`config.mk`:
```
export PLATFORM = sky130hd
export DESIGN_NAME = dual_drive_can_command_engine_unit_flat
export DESIGN_NICKNAME = d
export VERILOG_FILES = /design/src/design/ddce_pkg.sv /design/src/design/ddce_cmd_if.sv /design/src/design/ddce_res_if.sv /design/src/design/ddce_front.sv /design/src/design/ddce_queue.sv /design/src/design/ddce_back.sv /design/src/design/dual_drive_can_command_engine_unit.sv /design/src/flat_wrapper.sv
export SDC_FILE = /design/constraint.sdc
export NUM_CORES = 1
export LEC_CHECK = 0
export BUFFER_PORTS_ARGS = -buffer_cell sky130_fd_sc_hd__buf_2
export CORE_MARGIN = 3
export CORE_UTILIZATION = 45
export DETAILED_ROUTE_END_ITERATION = 7
export SLEW_MARGIN = 10
export SYNTH_ARGS = -nofsm -noshare
export SYNTH_HDL_FRONTEND = slang
export SYNTH_SLANG_ARGS = --single-unit
```
`constraint.sdc`:
```
create_clock -name clk -period 19.85 [get_ports clk]
set_input_delay 3.97 -clock clk [delete_from_list [all_inputs] [get_ports clk]]
set_output_delay 3.97 -clock clk [all_outputs]
set_load 0.005 [all_outputs]
```
`src/design/ddce_pkg.sv`:
```
// ----------------------------------------------------------------------------
// ddce_pkg
// Shared types, codes and frame builders for the dual drive CAN command engine.
// ----------------------------------------------------------------------------
`default_nettype none

package ddce_pkg;

    // input opcodes
    localparam logic [2:0] OP_ENABLE     = 3'd0;
    localparam logic [2:0] OP_DISABLE    = 3'd1;
    localparam logic [2:0] OP_SET_SPEED  = 3'd2;
    localparam logic [2:0] OP_READ_SPEED = 3'd3;
    localparam logic [2:0] OP_READ_POS   = 3'd4;
    localparam logic [2:0] OP_FRAME      = 3'd5;
    localparam logic [2:0] OP_TICK       = 3'd6;

    // configuration register indexes
    localparam logic [1:0] CFG_LEFT_NODE     = 2'd0;
    localparam logic [1:0] CFG_RIGHT_NODE    = 2'd1;
    localparam logic [1:0] CFG_HOST_NODE     = 2'd2;
    localparam logic [1:0] CFG_REPLY_TIMEOUT = 2'd3;

    // request / reply function codes
    localparam logic [7:0] FN_CTRL_REQ   = 8'h24;
    localparam logic [7:0] FN_SPEED_REQ  = 8'h28;
    localparam logic [7:0] FN_RSPEED_REQ = 8'h0A;
    localparam logic [7:0] FN_RPOS_REQ   = 8'h0D;
    localparam logic [7:0] FN_CTRL_ACK   = 8'h25;
    localparam logic [7:0] FN_SPEED_ACK  = 8'h29;
    localparam logic [7:0] FN_RSPEED_ACK = 8'h0B;
    localparam logic [7:0] FN_RPOS_ACK   = 8'h0E;
    localparam logic [7:0] OBJ_CTRL      = 8'h10;
    localparam logic [7:0] OBJ_POS       = 8'h1D;

    localparam logic [10:0] TX_ID_BASE = 11'h100;
    localparam logic [3:0]  LEN_LONG   = 4'd6;
    localparam logic [3:0]  LEN_SHORT  = 4'd4;

    localparam int ACK_W = 10;

    localparam int QUEUE_DEPTH = 2;
    localparam int QIDX_W      = 1;
    localparam int QCNT_W      = 2;

    // one unit of work handed from the front to the back
    typedef struct packed {
        logic               is_report;
        logic [2:0]         op;
        logic [7:0]         host;
        logic [6:0]         left_node;
        logic [6:0]         right_node;
        logic [15:0]        left_speed;
        logic [15:0]        right_speed;
        logic               fail;
        logic signed [31:0] left_value;
        logic signed [31:0] right_value;
    } job_t;

    typedef struct packed {
        logic full;
        logic empty;
    } q_status_t;

    function automatic logic [47:0] build_payload(input logic [2:0] op,
                                                  input logic [7:0] host,
                                                  input logic [15:0] speed);
        logic [47:0] p;
        case (op)
            OP_ENABLE:     p = {host, FN_CTRL_REQ, 8'h00, OBJ_CTRL, 8'h00, 8'h01};
            OP_DISABLE:    p = {host, FN_CTRL_REQ, 8'h00, OBJ_CTRL, 8'h00, 8'h00};
            OP_SET_SPEED:  p = {host, FN_SPEED_REQ, 8'h00, 8'h00, speed};
            OP_READ_SPEED: p = {host, FN_RSPEED_REQ, 8'h00, 8'h00, 16'h0000};
            OP_READ_POS:   p = {host, FN_RPOS_REQ, 8'h00, OBJ_POS, 16'h0000};
            default:       p = '0;
        endcase
        return p;
    endfunction

    function automatic logic [3:0] build_length(input logic [2:0] op);
        logic [3:0] len;
        case (op)
            OP_READ_SPEED, OP_READ_POS: len = LEN_SHORT;
            default:                    len = LEN_LONG;
        endcase
        return len;
    endfunction

endpackage

`default_nettype wire

```
`src/design/ddce_cmd_if.sv`:
```
// ----------------------------------------------------------------------------
// ddce_cmd_if
// Input channel: host commands, received frames and ticks.
// ----------------------------------------------------------------------------
`default_nettype none

interface ddce_cmd_if;
    logic               valid;
    logic               ready;
    logic [2:0]         opcode;
    logic signed [15:0] left_speed_cmd;
    logic signed [15:0] right_speed_cmd;
    logic               rx_extended;
    logic               rx_remote;
    logic [63:0]        rx_payload;

    modport source (
        output valid, opcode, left_speed_cmd, right_speed_cmd,
               rx_extended, rx_remote, rx_payload,
        input  ready
    );
    modport sink (
        input  valid, opcode, left_speed_cmd, right_speed_cmd,
               rx_extended, rx_remote, rx_payload,
        output ready
    );
endinterface

`default_nettype wire

```
`src/design/ddce_res_if.sv`:
```
// ----------------------------------------------------------------------------
// ddce_res_if
// Output channel: request frames and completion reports.
// ----------------------------------------------------------------------------
`default_nettype none

interface ddce_res_if;
    logic               valid;
    logic               ready;
    logic               kind;
    logic [10:0]        tx_ident;
    logic [3:0]         tx_length;
    logic [47:0]        tx_payload;
    logic               fail;
    logic signed [31:0] left_value;
    logic signed [31:0] right_value;
    logic               last;

    modport source (
        output valid, kind, tx_ident, tx_length, tx_payload, fail,
               left_value, right_value, last,
        input  ready
    );
    modport sink (
        input  valid, kind, tx_ident, tx_length, tx_payload, fail,
               left_value, right_value, last,
        output ready
    );
endinterface

`default_nettype wire

```
`src/design/ddce_front.sv`:
```
// ----------------------------------------------------------------------------
// ddce_front
// Accepts beats, owns the protocol state and queues jobs for the back end.
// ----------------------------------------------------------------------------
`default_nettype none

module ddce_front
    import ddce_pkg::*;
(
    input  wire logic       clk,
    input  wire logic       rst_n,
    input  wire logic       cfg_we,
    input  wire logic [1:0] cfg_index,
    input  wire logic [15:0] cfg_data,
    ddce_cmd_if.sink        cmd,
    input  wire q_status_t  q_stat,
    output logic            q_push,
    output job_t            q_job
);

    logic [6:0]  left_node_reg;
    logic [6:0]  right_node_reg;
    logic [7:0]  host_node_reg;
    logic [15:0] reply_timeout_reg;

    logic [ACK_W-1:0] ack_reg,  ack_next;
    logic [2:0]       pending_reg, pending_next;
    logic             busy_reg, busy_next;
    logic [15:0]      wait_reg, wait_next;
    logic [15:0]      lspd_reg, lspd_next;
    logic [15:0]      rspd_reg, rspd_next;
    logic [31:0]      lpos_reg, lpos_next;
    logic [31:0]      rpos_reg, rpos_next;

    logic             accept;
    logic [7:0]       b [8];
    logic             hit_left, hit_right, side_r;
    logic [ACK_W-1:0] side;
    logic [ACK_W-1:0] pair;
    logic [15:0]      wait_inc;

    assign cmd.ready = !q_stat.full;
    assign accept    = cmd.valid && cmd.ready;

    always_comb
    begin
        for (int i = 0; i < 8; i++)
        begin
            b[i] = cmd.rx_payload[63 - 8*i -: 8];
        end
    end

    assign hit_left  = (b[0] == {1'b0, left_node_reg});
    assign hit_right = !hit_left && (b[0] == {1'b0, right_node_reg});
    assign side_r    = hit_right;
    assign side      = side_r ? ACK_W'(2'b10) : ACK_W'(2'b01);
    assign wait_inc  = (wait_reg == 16'hFFFF) ? wait_reg : wait_reg + 16'd1;

    always_comb
    begin
        ack_next     = ack_reg;
        pending_next = pending_reg;
        busy_next    = busy_reg;
        wait_next    = wait_reg;
        lspd_next    = lspd_reg;
        rspd_next    = rspd_reg;
        lpos_next    = lpos_reg;
        rpos_next    = rpos_reg;
        q_push       = 1'b0;
        pair         = '0;

        q_job             = '0;
        q_job.op          = cmd.opcode;
        q_job.host        = host_node_reg;
        q_job.left_node   = left_node_reg;
        q_job.right_node  = right_node_reg;
        q_job.left_speed  = cmd.left_speed_cmd;
        q_job.right_speed = cmd.right_speed_cmd;

        if (accept)
        begin
            case (cmd.opcode)
                OP_ENABLE, OP_DISABLE, OP_SET_SPEED, OP_READ_SPEED, OP_READ_POS:
                begin
                    if (!busy_reg)
                    begin
                        ack_next     = '0;
                        pending_next = cmd.opcode;
                        busy_next    = 1'b1;
                        wait_next    = '0;
                        q_push       = 1'b1;
                    end
                end
                OP_FRAME:
                begin
                    if (!cmd.rx_extended && !cmd.rx_remote && (hit_left || hit_right))
                    begin
                        // reply decode; flag pair of command c sits at bits 2c, 2c+1
                        case (b[1])
                            FN_CTRL_ACK:
                            begin
                                if (b[2] == 8'h00 && b[3] == OBJ_CTRL && b[4] == 8'h00)
                                begin
                                    if (b[5] == 8'h01)
                                        ack_next = ack_next | (side << (2 * OP_ENABLE));
                                    else if (b[5] == 8'h00)
                                        ack_next = ack_next | (side << (2 * OP_DISABLE));
                                end
                            end
                            FN_SPEED_ACK:
                            begin
                                if (b[2] == 8'h00 && b[3] == 8'h00)
                                    ack_next = ack_next | (side << (2 * OP_SET_SPEED));
                            end
                            FN_RSPEED_ACK:
                            begin
                                if (b[2] == 8'h00 && b[3] == 8'h00)
                                begin
                                    if (side_r)
                                        rspd_next = {b[4], b[5]};
                                    else
                                        lspd_next = {b[4], b[5]};
                                    ack_next = ack_next | (side << (2 * OP_READ_SPEED));
                                end
                            end
                            FN_RPOS_ACK:
                            begin
                                if (b[2] == 8'h00 && b[3] == OBJ_POS)
                                begin
                                    if (side_r)
                                        rpos_next = {b[6], b[7], b[4], b[5]};
                                    else
                                        lpos_next = {b[6], b[7], b[4], b[5]};
                                    ack_next = ack_next | (side << (2 * OP_READ_POS));
                                end
                            end
                            default:
                            begin
                            end
                        endcase

                        pair = ACK_W'(2'b11) << {pending_reg, 1'b0};
                        if (busy_reg && ((ack_next & pair) == pair))
                        begin
                            ack_next        = ack_next & ~pair;
                            busy_next       = 1'b0;
                            q_push          = 1'b1;
                            q_job.is_report = 1'b1;
                            if (pending_reg == OP_READ_SPEED)
                            begin
                                q_job.left_value  = {{16{lspd_next[15]}}, lspd_next};
                                q_job.right_value = {{16{rspd_next[15]}}, rspd_next};
                            end
                            else if (pending_reg == OP_READ_POS)
                            begin
                                q_job.left_value  = lpos_next;
                                q_job.right_value = rpos_next;
                            end
                        end
                    end
                end
                OP_TICK:
                begin
                    if (busy_reg)
                    begin
                        wait_next = wait_inc;
                        if (wait_inc >= reply_timeout_reg)
                        begin
                            busy_next       = 1'b0;
                            q_push          = 1'b1;
                            q_job.is_report = 1'b1;
                            q_job.fail      = 1'b1;
                        end
                    end
                end
                default:
                begin
                end
            endcase
        end
    end

    always_ff @(posedge clk or negedge rst_n)
    begin
        if (!rst_n)
        begin
            left_node_reg     <= 7'd1;
            right_node_reg    <= 7'd2;
            host_node_reg     <= 8'd0;
            reply_timeout_reg <= 16'd10;
        end
        else if (cfg_we)
        begin
            case (cfg_index)
                CFG_LEFT_NODE:     left_node_reg     <= cfg_data[6:0];
                CFG_RIGHT_NODE:    right_node_reg    <= cfg_data[6:0];
                CFG_HOST_NODE:     host_node_reg     <= cfg_data[7:0];
                CFG_REPLY_TIMEOUT: reply_timeout_reg <= cfg_data;
                default:           reply_timeout_reg <= reply_timeout_reg;
            endcase
        end
    end

    always_ff @(posedge clk or negedge rst_n)
    begin
        if (!rst_n)
        begin
            ack_reg     <= '0;
            pending_reg <= '0;
            busy_reg    <= 1'b0;
            wait_reg    <= '0;
            lspd_reg    <= '0;
            rspd_reg    <= '0;
            lpos_reg    <= '0;
            rpos_reg    <= '0;
        end
        else
        begin
            ack_reg     <= ack_next;
            pending_reg <= pending_next;
            busy_reg    <= busy_next;
            wait_reg    <= wait_next;
            lspd_reg    <= lspd_next;
            rspd_reg    <= rspd_next;
            lpos_reg    <= lpos_next;
            rpos_reg    <= rpos_next;
        end
    end

    a_busy_rise_queued: assert property (@(posedge clk) disable iff (!rst_n)
        $rose(busy_reg) |-> $past(q_push) && !$past(q_job.is_report))
        else $error("command started without queuing its frames");

    a_busy_fall_reported: assert property (@(posedge clk) disable iff (!rst_n)
        $fell(busy_reg) |-> $past(q_push) && $past(q_job.is_report))
        else $error("command ended without a completion report");

endmodule

`default_nettype wire

```
`src/design/ddce_queue.sv`:
```
// ----------------------------------------------------------------------------
// ddce_queue
// Two-entry job queue between the front and back ends.
// ----------------------------------------------------------------------------
`default_nettype none

module ddce_queue
    import ddce_pkg::*;
(
    input  wire logic  clk,
    input  wire logic  rst_n,
    input  wire logic  push,
    input  wire job_t  push_job,
    input  wire logic  pop,
    output job_t       head,
    output q_status_t  stat
);

    job_t              entry_reg [QUEUE_DEPTH];
    logic [QIDX_W-1:0] wr_ptr_reg, rd_ptr_reg;
    logic [QCNT_W-1:0] count_reg, count_next;

    assign head       = entry_reg[rd_ptr_reg];
    assign stat.full  = (count_reg == QCNT_W'(QUEUE_DEPTH));
    assign stat.empty = (count_reg == '0);

    always_comb
    begin
        count_next = count_reg;
        if (push && !pop)
            count_next = count_reg + 1'b1;
        else if (pop && !push)
            count_next = count_reg - 1'b1;
    end

    always_ff @(posedge clk or negedge rst_n)
    begin
        if (!rst_n)
        begin
            wr_ptr_reg <= '0;
            rd_ptr_reg <= '0;
            count_reg  <= '0;
        end
        else
        begin
            if (push)
                wr_ptr_reg <= wr_ptr_reg + 1'b1;
            if (pop)
                rd_ptr_reg <= rd_ptr_reg + 1'b1;
            count_reg <= count_next;
        end
    end

    always_ff @(posedge clk)
    begin
        if (push)
            entry_reg[wr_ptr_reg] <= push_job;
    end

    a_no_overflow: assert property (@(posedge clk) disable iff (!rst_n)
        count_reg <= QCNT_W'(QUEUE_DEPTH))
        else $error("job queue overflow");

endmodule

`default_nettype wire

```
`src/design/ddce_back.sv`:
```
// ----------------------------------------------------------------------------
// ddce_back
// Expands queued jobs into result beats through one output register.
// ----------------------------------------------------------------------------
`default_nettype none

module ddce_back
    import ddce_pkg::*;
(
    input  wire logic      clk,
    input  wire logic      rst_n,
    input  wire job_t      head,
    input  wire q_status_t q_stat,
    output logic           pop,
    ddce_res_if.source     res
);

    logic               valid_reg, valid_next;
    logic               phase_reg, phase_next;
    logic               kind_reg;
    logic [10:0]        ident_reg;
    logic [3:0]         len_reg;
    logic [47:0]        pay_reg;
    logic               fail_reg;
    logic signed [31:0] lval_reg;
    logic signed [31:0] rval_reg;
    logic               last_reg;

    logic load, take;

    assign load = !valid_reg || res.ready;
    assign take = load && !q_stat.empty;
    // a command job is two beats: left frame, then right frame
    assign pop  = take && (head.is_report || phase_reg);

    always_comb
    begin
        valid_next = valid_reg;
        phase_next = phase_reg;
        if (load)
            valid_next = !q_stat.empty;
        if (take && !head.is_report)
            phase_next = !phase_reg;
    end

    always_ff @(posedge clk or negedge rst_n)
    begin
        if (!rst_n)
        begin
            valid_reg <= 1'b0;
            phase_reg <= 1'b0;
        end
        else
        begin
            valid_reg <= valid_next;
            phase_reg <= phase_next;
        end
    end

    always_ff @(posedge clk)
    begin
        if (take)
        begin
            if (head.is_report)
            begin
                kind_reg  <= 1'b1;
                ident_reg <= '0;
                len_reg   <= '0;
                pay_reg   <= '0;
                fail_reg  <= head.fail;
                lval_reg  <= head.left_value;
                rval_reg  <= head.right_value;
                last_reg  <= 1'b1;
            end
            else
            begin
                kind_reg  <= 1'b0;
                ident_reg <= TX_ID_BASE |
                    {4'b0000, (phase_reg ? head.right_node : head.left_node)};
                len_reg   <= build_length(head.op);
                pay_reg   <= build_payload(head.op, head.host,
                                 phase_reg ? head.right_speed : head.left_speed);
                fail_reg  <= 1'b0;
                lval_reg  <= '0;
                rval_reg  <= '0;
                last_reg  <= phase_reg;
            end
        end
    end

    assign res.valid       = valid_reg;
    assign res.kind        = kind_reg;
    assign res.tx_ident    = ident_reg;
    assign res.tx_length   = len_reg;
    assign res.tx_payload  = pay_reg;
    assign res.fail        = fail_reg;
    assign res.left_value  = lval_reg;
    assign res.right_value = rval_reg;
    assign res.last        = last_reg;

    a_phase_has_job: assert property (@(posedge clk) disable iff (!rst_n)
        phase_reg |-> !q_stat.empty)
        else $error("right frame pending with no job at queue head");

endmodule

`default_nettype wire

```
`src/design/dual_drive_can_command_engine_unit.sv`:
```
// ----------------------------------------------------------------------------
// dual_drive_can_command_engine_unit
// Master side of the command/acknowledge exchange with two CAN wheel drives.
// ----------------------------------------------------------------------------
// Usage:
//   cmd carries one beat per host command, received CAN frame or timer tick.
//   A command beat accepted while idle yields two request-frame beats on res
//   (left drive, then right drive, last set on the second). A frame or tick
//   that completes or times out the pending command yields one report beat.
//   Other beats yield nothing; commands arriving while busy are dropped.
//   The cfg port writes node numbers, host node and reply timeout; write it
//   only while no command is in flight.
// Timing:
//   An accepted job is written into the queue, then loaded into the output
//   register that drives res. Each job is drained by that register at one
//   beat per cycle while res is not stalled: two beats for a command, one
//   for a report.
// Reset:
//   Idle, all flags and captured values cleared, left node 1, right node 2,
//   host node 0, timeout 10 ticks.
// Stall:
//   While res is stalled the two-entry job queue fills; then cmd.ready drops.
// ----------------------------------------------------------------------------
`default_nettype none

module dual_drive_can_command_engine_unit
    import ddce_pkg::*;
(
    input  wire logic        clk,
    input  wire logic        rst_n,
    input  wire logic        cfg_we,
    input  wire logic [1:0]  cfg_index,
    input  wire logic [15:0] cfg_data,
    ddce_cmd_if.sink         cmd,
    ddce_res_if.source       res
);

    q_status_t q_stat;
    logic      q_push;
    logic      q_pop;
    job_t      q_job;
    job_t      q_head;

    ddce_front u_front (
        .clk       (clk),
        .rst_n     (rst_n),
        .cfg_we    (cfg_we),
        .cfg_index (cfg_index),
        .cfg_data  (cfg_data),
        .cmd       (cmd),
        .q_stat    (q_stat),
        .q_push    (q_push),
        .q_job     (q_job)
    );

    ddce_queue u_queue (
        .clk      (clk),
        .rst_n    (rst_n),
        .push     (q_push),
        .push_job (q_job),
        .pop      (q_pop),
        .head     (q_head),
        .stat     (q_stat)
    );

    ddce_back u_back (
        .clk    (clk),
        .rst_n  (rst_n),
        .head   (q_head),
        .q_stat (q_stat),
        .pop    (q_pop),
        .res    (res)
    );

endmodule

`default_nettype wire
```
`src/flat_wrapper.sv`:
```
// flat-port wrapper written by rule: the top's interface ports become plain ports
module dual_drive_can_command_engine_unit_flat import ddce_pkg::*;
  (clk, rst_n, cfg_we, cfg_index, cfg_data, cmd_valid, cmd_opcode, cmd_left_speed_cmd, cmd_right_speed_cmd, cmd_rx_extended, cmd_rx_remote, cmd_rx_payload, cmd_ready, res_valid, res_kind, res_tx_ident, res_tx_length, res_tx_payload, res_fail, res_left_value, res_right_value, res_last, res_ready);
  ddce_cmd_if cmd_i ();
  ddce_res_if res_i ();
  input  wire logic clk;
  input  wire logic rst_n;
  input  wire logic cfg_we;
  input  wire logic [1:0] cfg_index;
  input  wire logic [15:0] cfg_data;
  input wire logic [$bits(cmd_i.valid)-1:0] cmd_valid;
  input wire logic [$bits(cmd_i.opcode)-1:0] cmd_opcode;
  input wire logic [$bits(cmd_i.left_speed_cmd)-1:0] cmd_left_speed_cmd;
  input wire logic [$bits(cmd_i.right_speed_cmd)-1:0] cmd_right_speed_cmd;
  input wire logic [$bits(cmd_i.rx_extended)-1:0] cmd_rx_extended;
  input wire logic [$bits(cmd_i.rx_remote)-1:0] cmd_rx_remote;
  input wire logic [$bits(cmd_i.rx_payload)-1:0] cmd_rx_payload;
  output wire logic [$bits(cmd_i.ready)-1:0] cmd_ready;
  output wire logic [$bits(res_i.valid)-1:0] res_valid;
  output wire logic [$bits(res_i.kind)-1:0] res_kind;
  output wire logic [$bits(res_i.tx_ident)-1:0] res_tx_ident;
  output wire logic [$bits(res_i.tx_length)-1:0] res_tx_length;
  output wire logic [$bits(res_i.tx_payload)-1:0] res_tx_payload;
  output wire logic [$bits(res_i.fail)-1:0] res_fail;
  output wire logic [$bits(res_i.left_value)-1:0] res_left_value;
  output wire logic [$bits(res_i.right_value)-1:0] res_right_value;
  output wire logic [$bits(res_i.last)-1:0] res_last;
  input wire logic [$bits(res_i.ready)-1:0] res_ready;
  assign cmd_i.valid = cmd_valid;
  assign cmd_i.opcode = cmd_opcode;
  assign cmd_i.left_speed_cmd = cmd_left_speed_cmd;
  assign cmd_i.right_speed_cmd = cmd_right_speed_cmd;
  assign cmd_i.rx_extended = cmd_rx_extended;
  assign cmd_i.rx_remote = cmd_rx_remote;
  assign cmd_i.rx_payload = cmd_rx_payload;
  assign cmd_ready = cmd_i.ready;
  assign res_valid = res_i.valid;
  assign res_kind = res_i.kind;
  assign res_tx_ident = res_i.tx_ident;
  assign res_tx_length = res_i.tx_length;
  assign res_tx_payload = res_i.tx_payload;
  assign res_fail = res_i.fail;
  assign res_left_value = res_i.left_value;
  assign res_right_value = res_i.right_value;
  assign res_last = res_i.last;
  assign res_i.ready = res_ready;
  dual_drive_can_command_engine_unit u_core (.clk(clk), .rst_n(rst_n), .cfg_we(cfg_we), .cfg_index(cfg_index), .cfg_data(cfg_data), .cmd(cmd_i), .res(res_i));
endmodule
```
### Word level (Yosys, flattened, before mapping)

Memory sizes are Yosys's and may differ from the RTL's.
Cells that the tools add are included.

| storage, ports and cells | value |
|---|---|
| flip-flop bits (word level) | 300 |
| bits in writable memories | 246 |
| bits of input ports | 124 |
| output and inout port bits | 132 |
| logic and storage cells | 186 |
| memories | 1 |

| cells by class | value |
|---|---|
| $add $sub $neg | 5 |
| $lt $le $gt $ge | 1 |
| eq/ne operators | 31 |
| shifts and indexed selects | 1 |
| mux-type cells | 62 |
| bitwise operators | 9 |
| reductions and logical operators | 50 |

Memories:

| name | words | bits a word | rd ports | clocked after memory_dff | write ports | RTL line | source |
|---|---|---|---|---|---|---|---|
| u_core.u_queue.entry_reg | 2 | 123 | 1 | 0 | 1 | ddce_queue.sv:19 | `job_t entry_reg [QUEUE_DEPTH];` |

Operators by type and width:

| kind | number |
|---|---|
| $mux 64 | 5 |
| $pmux 48 s5 | 1 |
| $mux 32 | 6 |
| $mux 16 | 10 |
| $mux 10 | 12 |
| $mux 65 | 1 |
| $pmux 10 s4 | 1 |
| $logic_not 8->1 | 4 |
| $pmux 16 s2 | 1 |
| $and 10x10->10 | 2 |
| $pmux 10 s2 | 1 |
| $add 16x1->16 const B | 1 |
| $eq 16x16->1 const B | 1 |
| $eq 8x4->1 const B | 2 |
| $eq 8x5->1 const B | 2 |
| $eq 8x6->1 const B | 2 |
| $eq 8x7->1 | 2 |
| $ge 16x16->1 | 1 |
| $eq 3x2->1 const B | 5 |
| $eq 3x3->1 const B | 5 |
| $mux 1 | 15 |
| $logic_and 1x1->1 | 14 |
| $reduce_and 4->1 | 3 |
| $eq 10x10->1 | 1 |
| 31 further kinds | 61 |

### Depth between registers and ports, before layout

Gate-level depths: netlist of run 1.

| depth | value |
|---|---|
| depth in word-level cells | 23 |
| gate-level depth with buffers | 20 |
| gate-level depth less buffers | 19 |

### By module

From an unflattened synthesis of run 1, not the netlist that was laid out.

| unflattened totals | value |
|---|---|
| cell total of the unflattened synthesis | 1739 |
| area total of the unflattened synthesis | 23757.8 µm² |

By module, submodules not included:

| module | instances | cells an instance | area an instance (µm²) | sequential area each (µm²) |
|---|---|---|---|---|
| ddce_front | 1 | 1052 | 9997.1 | 4108.9 |
| ddce_queue | 1 | 399 | 9303.9 | 7487.2 |
| ddce_back | 1 | 288 | 4456.8 | 3233.1 |

### Worst setup path after synthesis of run 1

OpenSTA, ideal clock, no wires.

| timing path | value |
|---|---|
| path type | input to register |
| from | input cmd_rx_payload[41] |
| to | memory u_core.u_queue.entry_reg[0][0] (netlist bit) (enable) |
| library setup time | 0.607 ns |
| arrival time | 11.365 ns |
| required time | 19.243 ns |
| path slack | 7.877 ns |
| stages | 9 |
| cell sequence | or4_4 > or3_1 > or3_1 > a21oi_1 > buf_4 > a221oi_1 > nor4_4 > a211oi_1 > nor2_1 |

| between the ends | value |
|---|---|
| word-level cells in the longest chain between the ends | 17 |

RTL lines:

| item | RTL line | source |
|---|---|---|
| start: declaration | flat_wrapper.sv:17 | `input wire logic [$bits(cmd_i.rx_payload)-1:0] cmd_rx_payload;` |
| $logic_not 8->1 (*) | - |  |
| $logic_and 1x1->1 (2 in a row) | ddce_front.sv:102 | `if (b[2] == 8'h00 && b[3] == OBJ_CTRL && b[4] == 8'h00)` |
| $mux 10 | ddce_front.sv:102 |  |
| $pmux 10 s4 (*) | ddce_front.sv:99 | `case (b[1])` |
| $mux 10 (*) | ddce_front.sv:96 | `if (!cmd.rx_extended && !cmd.rx_remote && (hit_left \|\| hit_right))` |
| $mux 10 (*) | ddce_front.sv:82 | `case (cmd.opcode)` |
| $mux 10 (*) | ddce_front.sv:80 | `if (accept)` |
| $and 10x10->10 (*) | ddce_front.sv:143 | `if (busy_reg && ((ack_next & pair) == pair))` |
| $eq 10x10->1 (*) | ddce_front.sv:143 |  |
| $logic_and 1x1->1 (*) | ddce_front.sv:143 |  |
| $mux 1 (*) | ddce_front.sv:143 |  |
| $mux 1 (*) | ddce_front.sv:96 |  |
| $pmux 1 s3 (*) | ddce_front.sv:82 |  |
| $mux 1 (*) | ddce_front.sv:80 |  |
| $mux 1 (*) | ddce_queue.sv:56 | `if (push)` |
| $mux 1 (not written as such) (*) | ddce_queue.sv:57 | `entry_reg[wr_ptr_reg] <= push_job;` |
| end: declaration | ddce_queue.sv:19 |  |

Every way passes the cells marked *; elsewhere a longest branch is shown, timed or not. The select of a mux whose other input is x is not followed.

### Worst setup path in the final report of run 1

| timing path | value |
|---|---|
| from | input cmd_rx_payload[41] |
| to | memory u_core.u_queue.entry_reg[1][35] (netlist bit) (enable) |

| between the ends | value |
|---|---|
| word-level cells in the longest chain between the ends | 17 |

RTL lines:

| item | RTL line | source |
|---|---|---|
| $logic_not 8->1 (*) | - |  |
| $logic_and 1x1->1 (2 in a row) | ddce_front.sv:102 |  |
| $mux 10 | ddce_front.sv:102 |  |
| $pmux 10 s4 (*) | ddce_front.sv:99 |  |
| $mux 10 (*) | ddce_front.sv:96 |  |
| $mux 10 (*) | ddce_front.sv:82 |  |
| $mux 10 (*) | ddce_front.sv:80 |  |
| $and 10x10->10 (*) | ddce_front.sv:143 |  |
| $eq 10x10->1 (*) | ddce_front.sv:143 |  |
| $logic_and 1x1->1 (*) | ddce_front.sv:143 |  |
| $mux 1 (*) | ddce_front.sv:143 |  |
| $mux 1 (*) | ddce_front.sv:96 |  |
| $pmux 1 s3 (*) | ddce_front.sv:82 |  |
| $mux 1 (*) | ddce_front.sv:80 |  |
| via u_core.q_push | dual_drive_can_command_engine_unit.sv:39 | `logic q_push;` |
| $mux 1 (*) | ddce_queue.sv:56 |  |
| $mux 1 (not written as such) (*) | ddce_queue.sv:57 |  |

Mark *: on every way through the listed nets, which the timed path passes. The rest lies on a longest branch. The select of a mux whose other input is x is not followed.

==> metrics, run 1 <==
status finished clean; # clock sinks roughly 520; Layout Skew roughly 0.019 ns; routed vias/inst 5.37; hpwl dp about 33,000 um; Critical Path RT 20.05 ns; Setup violations, final 0; synthesized cell area 22,500 sq um; clk_lat worst skew slightly below 0.6 ns; Worst setup EP type register; die height 230 um; Port Buf Inserts approximately 240; NumNets Final 1,918; slew at the pin with the worst max-slew slack ~1.2 ns; CP Launch Type input port; Die Wd 230 um; Routed Antenna Nets 0; Final Hold Viols 0; total I/O pin count 256; sequential cell area fraction in the yosys report 65.8%; Worst-path clk slew 0.06 ns; CTS max path bufs 3; Synth top area share ~47%; pre-CTS WS between 10 and 15 ns; CTS tree yes; setup repair bufs after CTS 0; RSZ-0062 raised after global routing false; Crit Path Class in -> reg; Syn Area/Cell between 10 and 15 sq um; Final Instance Area 26,100 sq um; most frequent cells after synthesis edfxtp_1, mux2_2, dfrtp_1, nor2_1, mux2i_1; Yosys top cell by area edfxtp_1; CTS root buf clkbuf_16; EDFF count, synth 352; worst hold-check path type reg -> reg; Synth area leaders edfxtp_1, dfrtp_1, mux2_2, mux2i_1, nor2_1; DRT iter0 DRCs 840; non-filler instance count after layout 2,488; ys async rst share 32.6%; Vias about 13,000; hold buffer count at CTS 0; Top FF cell, synth edfxtp_1; Pre-antenna DRT Iters 5; routed len/inst slightly above 20 um; Slew HR 18.9%; fin util 53.2%; synthesized instance count 1,558; Synth warnings 0; GP Congestion just over 0.8; placed cell areas about 24,000 sq um; Period Utilization, post-route 42.2%; largest net degree at the start of global routing 99; top-count cell post-synth edfxtp_1; final wirelength 50,600 um; Placed Cells 2,383; max cap viols 0; #FFs+latches synth 522; setup_tns 0 ns; Unique masters post-synth 62; Largest register FFs 246; CTS resizes 0; Core Area just under 50,000 sq um; Area Overhead vs Synth 16.0%; global route overflow 0; via count of the first global-routing pass ~14,000; pwr dens 112 nW/um^2; Total GRT Usage 19.0%; initial antenna violation count 2; Max Clk Rate about 120 MHz; die area 52,800 sq um; Pleak 10.6 nW; row count 81; Max Transition Viols Final 0; CP arrival 8.57 ns; H-tree Lvls 2; CTS Buf Count 55; final setup margin between 10 and 15 ns; residual DRC count 0; Hold WS approximately 0.46 ns; Max VDD drop 0.0832 mV; critical path peak fanout 70; Starting Density 45.8%; total chip power 2.94 mW; first-pass GRT wire length just under 80,000 um; Tmin final ~8.4 ns; layout cells sized above 1 a little under a third
==> power by group <==
part / switching [mW] / internal (mW)
Combinational: 0.269 / 0.229
Sequential: 0.0805 / 1.32
Clock: 0.411 / 0.626
Total: 0.760 / 2.18
==> routing by layer <==
layer | GRT usage, % | vias to the layer above | part of all wire (%)
li1 | - | 6186 | -
met1 | 26.4 | 6783 | 45
met2 | 30.9 | 308 | 47
met3 | 3.39 | 78 | 4.8
met4 | 5.18 | 0 | 2.4
met5 | 0 | - | 0
==> cell type report <==
class / instances / area (sq um)
Antenna cell: 2 / 5.00
Clock buffer: 85 / 1620
Clock inverter: 18 / 230
Fill cell: 4064 / 23000
Inverter: 27 / 101
Multi-Input combinational cell: 915 / 7190
Sequential cell: 522 / 14800
Tap cell: 664 / 831
Timing Repair Buffer: 255 / 1330
==> layout by cell type (no fill, tap or decap), types with 4 or more instances in the layout <==
cell type	netlist	final
clkbuf_8	0	9
buf_2	3	234
a21o_1	7	7
dfrtp_1	166	165
nand2_1	87	87
conb_1	1	20
dfstp_2	4	4
edfxtp_1	352	352
or3_1	6	5
nand2b_1	6	6
mux4_2	23	23
bufinv_16	0	5
nand4_1	6	6
ha_1	18	18
xor2_1	19	19
nand3_1	10	10
o21a_1	9	9
nor3_1	15	15
and2_1	14	13
nor2_1	146	144
inv_1	27	27
a22o_1	8	8
clkbuf_1	52	19
mux2_2	170	170
nor4_1	18	18
clkinv_2	0	7
o31ai_1	6	6
nand3b_1	4	4
o21ai_0	27	27
a21oi_1	51	48
buf_4	26	20
and3_1	18	18
o22a_1	31	31
a211oi_1	4	4
clkbuf_16	0	57
mux2i_1	140	139
xnor2_1	12	12
==> path summary, 6_finish.rpt <==
kind / from / endpoint / slack [ns] / cells past startpoint
setup reg to reg: u_core.u_front.wait_reg[4] / u_core.u_queue.entry_reg[1][35] / 13.52 / 17
setup / recovery: cmd_rx_payload[41] / u_core.u_queue.entry_reg[1][35] / 11.48 / 12
hold reg to reg: u_core.u_front.host_node_reg[2] / u_core.u_queue.entry_reg[1][113] / 0.46 / 0
min in group asynchronous: rst_n / u_core.u_front.rpos_reg[25] / 3.50 / 1
hold / removal: u_core.u_front.host_node_reg[2] / u_core.u_queue.entry_reg[1][113] / 0.46 / 0
max in group asynchronous: rst_n / u_core.u_queue.rd_ptr_reg / 14.76 / 2
==> cell families (layout without fill, tap and decap cells) <==
logic type	after synthesis	after routing	synth area share, %
other cells	1	22	0.0166
mux	333	333	17.0
compound gates	163	163	4.82
buf+inv	140	385	2.86
simple gates	350	350	7.27
flops	522	522	65.8
fa+ha+maj	18	18	1.00
xor+xnor	31	31	1.20
==> worst max-delay path, cell delays in order <==
cell,delay [ns]
buf_2,0.10
or4_4,0.55
or3_1,0.34
or3_1,0.43
a21oi_2,0.13
buf_4,0.33
a221oi_1,0.18
nor4_4,0.53
a211oi_1,0.26
inv_1,0.14
and2_4,0.64
buf_4,0.87
No activity file was read; power rests on OpenSTA's default activity.
==> run 2: changes to the inputs <==
--- a/config.mk
+++ b/config.mk
@@ -5,10 +5,12 @@
 export SDC_FILE = /design/constraint.sdc
 export NUM_CORES = 1
 export LEC_CHECK = 0
+export ABC_AREA = 1
 export BUFFER_PORTS_ARGS = -buffer_cell sky130_fd_sc_hd__buf_2
 export CORE_MARGIN = 3
 export CORE_UTILIZATION = 45
 export DETAILED_ROUTE_END_ITERATION = 7
+export PLACE_DENSITY = 0.66
 export SLEW_MARGIN = 10
 export SYNTH_ARGS = -nofsm -noshare
 export SYNTH_HDL_FRONTEND = slang
==> constraint.sdc (replaced) <==
create_clock -name clk -period 6.9 [get_ports clk]
set_input_delay 1.38 -clock clk [delete_from_list [all_inputs] [get_ports clk]]
set_output_delay 1.38 -clock clk [all_outputs]
set_load 0.005 [all_outputs]
==> run 2 against run 1 <==
Register-to-register slack got worse by 12 ns. Flip-flop and latch count unchanged. Die area increased by 2.6%. Critical path type is now reg -> reg. Critical endpoint is now u_core.u_queue.entry_reg[0][97]. Largest cell class unchanged. Largest power group unchanged.
==> metrics, run 2 <==
status finished clean; Max VDD drop between 0.2 and 0.25 mV; Worst setup endpoint u_core.u_queue.entry_reg[0][97]; most frequent cells after synthesis nand2_1, edfxtp_1, inv_1, o21ai_0, nor2_1; fillers 4,435; R2R depth 25; die area approximately 54,000 sq um; Layout Skew roughly 0.019 ns; hpwl dp 37,300 um; WL met1 24,600 um; via count of the first global-routing pass 16,000; Pleak between 10 and 15 nW; r2r setup slk ~2 ns; Yosys top cell by area edfxtp_1; non-filler instance count after layout 3,235; row count between 80 and 90; commonest non-fill, non-tap cell in the layout nand2_1; Syn Area/Cell 9.98 sq um; CP arrival 5.18 ns; # clock sinks 522; Synth top area share a little under half; initial antenna violation count 1; CTS Buf Count between 50 and 60; ys async rst share 32.6%; sequential cell area fraction in the yosys report approximately 64%; die height 233 um; Critical Path RT ~7.2 ns; final setup margin ~2 ns; Period Utilization, post-route 71.1%; CTS max path bufs 3; Core Area about 50,000 sq um; CTS tree yes; setup repair bufs after CTS 0; Synth area leaders edfxtp_1, dfrtp_1, nand2_1, o21ai_0, inv_1; Worst-path clk slew 0.06 ns; routed len/inst 17.4 um; Hold WS around 0.48 ns; Max Clk Rate 204 MHz; CP Launch Type register; Die Wd 233 um; pre-CTS WS 1.69 ns; synthesized instance count 2,317; max cap viols 0; global route overflow 0; final wirelength roughly 56,000 um; Area Overhead vs Synth 15.2%; Tmin final between 4 and 5 ns; commonest non-fill, non-tap cells in the layout nand2_1, edfxtp_1, buf_2; GP Congestion a little under 0.9; Routed Antenna Nets 0; Worst setup EP type register; top-count cell post-synth nand2_1; layout cells sized above 1 16.0%; worst hold-check path type reg -> reg; antenna cells 0; pwr dens 354 nW/um^2; synthesized cell area 23,100 sq um; Crit Path Class reg -> reg; setup_tns 0 ns; CTS root buf clkbuf_16; #FFs+latches synth 522; met2 WL 27,200 um; DRT iter0 DRCs 1,626; H-tree Lvls 2; Final Hold Viols 0; Placed Cells about 3,100; footprint of the multi-input gates 6940 sq um; first-pass GRT wire length 87,700 um; critical path peak fanout 69; CTS resizes 0; total I/O pin count 256; Total GRT Usage ~20%; Starting Density ~46%; Largest register FFs between 200 and 250; NumNets Final 2,660; clk_lat worst skew 0.60 ns; RSZ-0062 raised after global routing false; start of the worst register-to-register path u_core.u_front.wait_reg[0]; Synth warnings 0; DR WL met3 3310 um; hold buffer count at CTS 0; endpoint of the worst-slack reg-to-reg timing path u_core.u_queue.entry_reg[0][97]; Slew HR 21.3%; largest net degree at the start of global routing roughly 120; Setup violations, final 0; Pre-antenna DRT Iters 6; total chip power 9.42 mW; Top FF cell, synth edfxtp_1; Vias approximately 17,000; slew at the pin with the worst max-slew slack 1.18 ns; Unique masters post-synth 45; Worst setup startpoint u_core.u_front.wait_reg[0]; residual DRC count 0; Port Buf Inserts approximately 240; Reg area 14,800 sq um; EDFF count, synth about 350; routed vias/inst 5.20; Top Layer Used met5; Max Transition Viols Final 0
==> run 2: cell types whose count changed in the layout (fill, tap and decap cells not counted), sizes merged, moves of 20 or more <==
| cell | change |
|---|---|
| o21ai | +156 |
| mux2i | -120 |
| nor2 | +50 |
| inv | +203 |
| nand2 | +587 |
| clkbuf | -23 |
| o22ai | +106 |
| o22a | -31 |
| mux4 | -23 |
| mux2 | -170 |
| nand3 | +35 |
| a21oi | +30 |
| or2 | +20 |
==> run 2: power breakdown <==
part           internal (mW)  switching, mW  total (mW)
clock                   1.75           1.21        2.96
combinational          0.648           1.49        2.14
sequential              4.08          0.241        4.32
total                   6.47           2.94        9.42
==> run 2: final cells by class <==
| class | count | area share [%] |
|---|---|---|
| Clock inverter | 39 | 1.56 |
| Timing Repair Buffer | 254 | 5.07 |
| Inverter | 230 | 3.25 |
| Sequential cell | 522 | 55.7 |
| Clock buffer | 62 | 5.22 |
| Multi-Input combinational cell | 1456 | 26.1 |
| Tap cell | 672 | 3.16 |
==> run 2: cells by family after synthesis <==
kind of cell	after synthesis	share of synthesized area, %
other cells	1	0.0162
compound gates	384	9.20
buf+inv	358	6.36
xor+xnor	12	0.454
flops	522	64.1
mux	20	0.866
simple gates	1002	18.0
fa+ha+maj	18	0.974
==> run 2: through the flow <==
stage          cell area (sq um)  util, %
3_3_place_gp               24800     49.2
2_1_floorplan              23200        -
5_1_grt                    26600     52.8
4_1_cts                    26600     52.8
3_5_place_dp               24800     49.2
6_report                   26600     52.8
==> run 2: routing by layer <==
layer  track usage (%)  vias to the layer above
li1                  -                     8090
met1              28.3                     8090
met2              33.4                      567
met3              3.57                       78
met4              5.72                        2
met5                 0                        -
==> run 2: how the worst min path moves through the flow <==
stage	from	cells past startpoint	end	slack (ns)
floorplan	u_core.u_queue.wr_ptr_reg	2	u_core.u_queue.wr_ptr_reg	0.44
global placement	u_core.u_queue.wr_ptr_reg	2	u_core.u_queue.wr_ptr_reg	0.46
detailed placement	u_core.u_front.rpos_reg[30]	2	u_core.u_front.rpos_reg[30]	0.47
CTS	u_core.u_front.rpos_reg[29]	2	u_core.u_front.rpos_reg[29]	0.48
global route	u_core.u_front.rpos_reg[29]	2	u_core.u_front.rpos_reg[29]	0.50
finish	u_core.u_front.rpos_reg[16]	2	u_core.u_front.rpos_reg[16]	0.48
==> run 2: worst max-delay path: stages (launching register included) <==
cell and delay, ns:
dfrtp_1 0.39, ha_1 0.19, nand2_1 0.08, nor2_1 0.13, nand3_1 0.15, nor2_1 0.13
nand2_1 0.10, inv_1 0.07, nand3_1 0.10, inv_1 0.09, nand2_1 0.13, inv_1 0.14
nor2_1 0.06, nand2_1 0.07, xor2_1 0.28, inv_1 0.09, ha_1 0.28, nand2_1 0.05
nor3_1 0.24, nand2_1 0.08, nand3_1 0.16, nand2_1 0.15, nand3_1 0.15, nand3_1 0.14
inv_4 0.69, buf_4 0.40
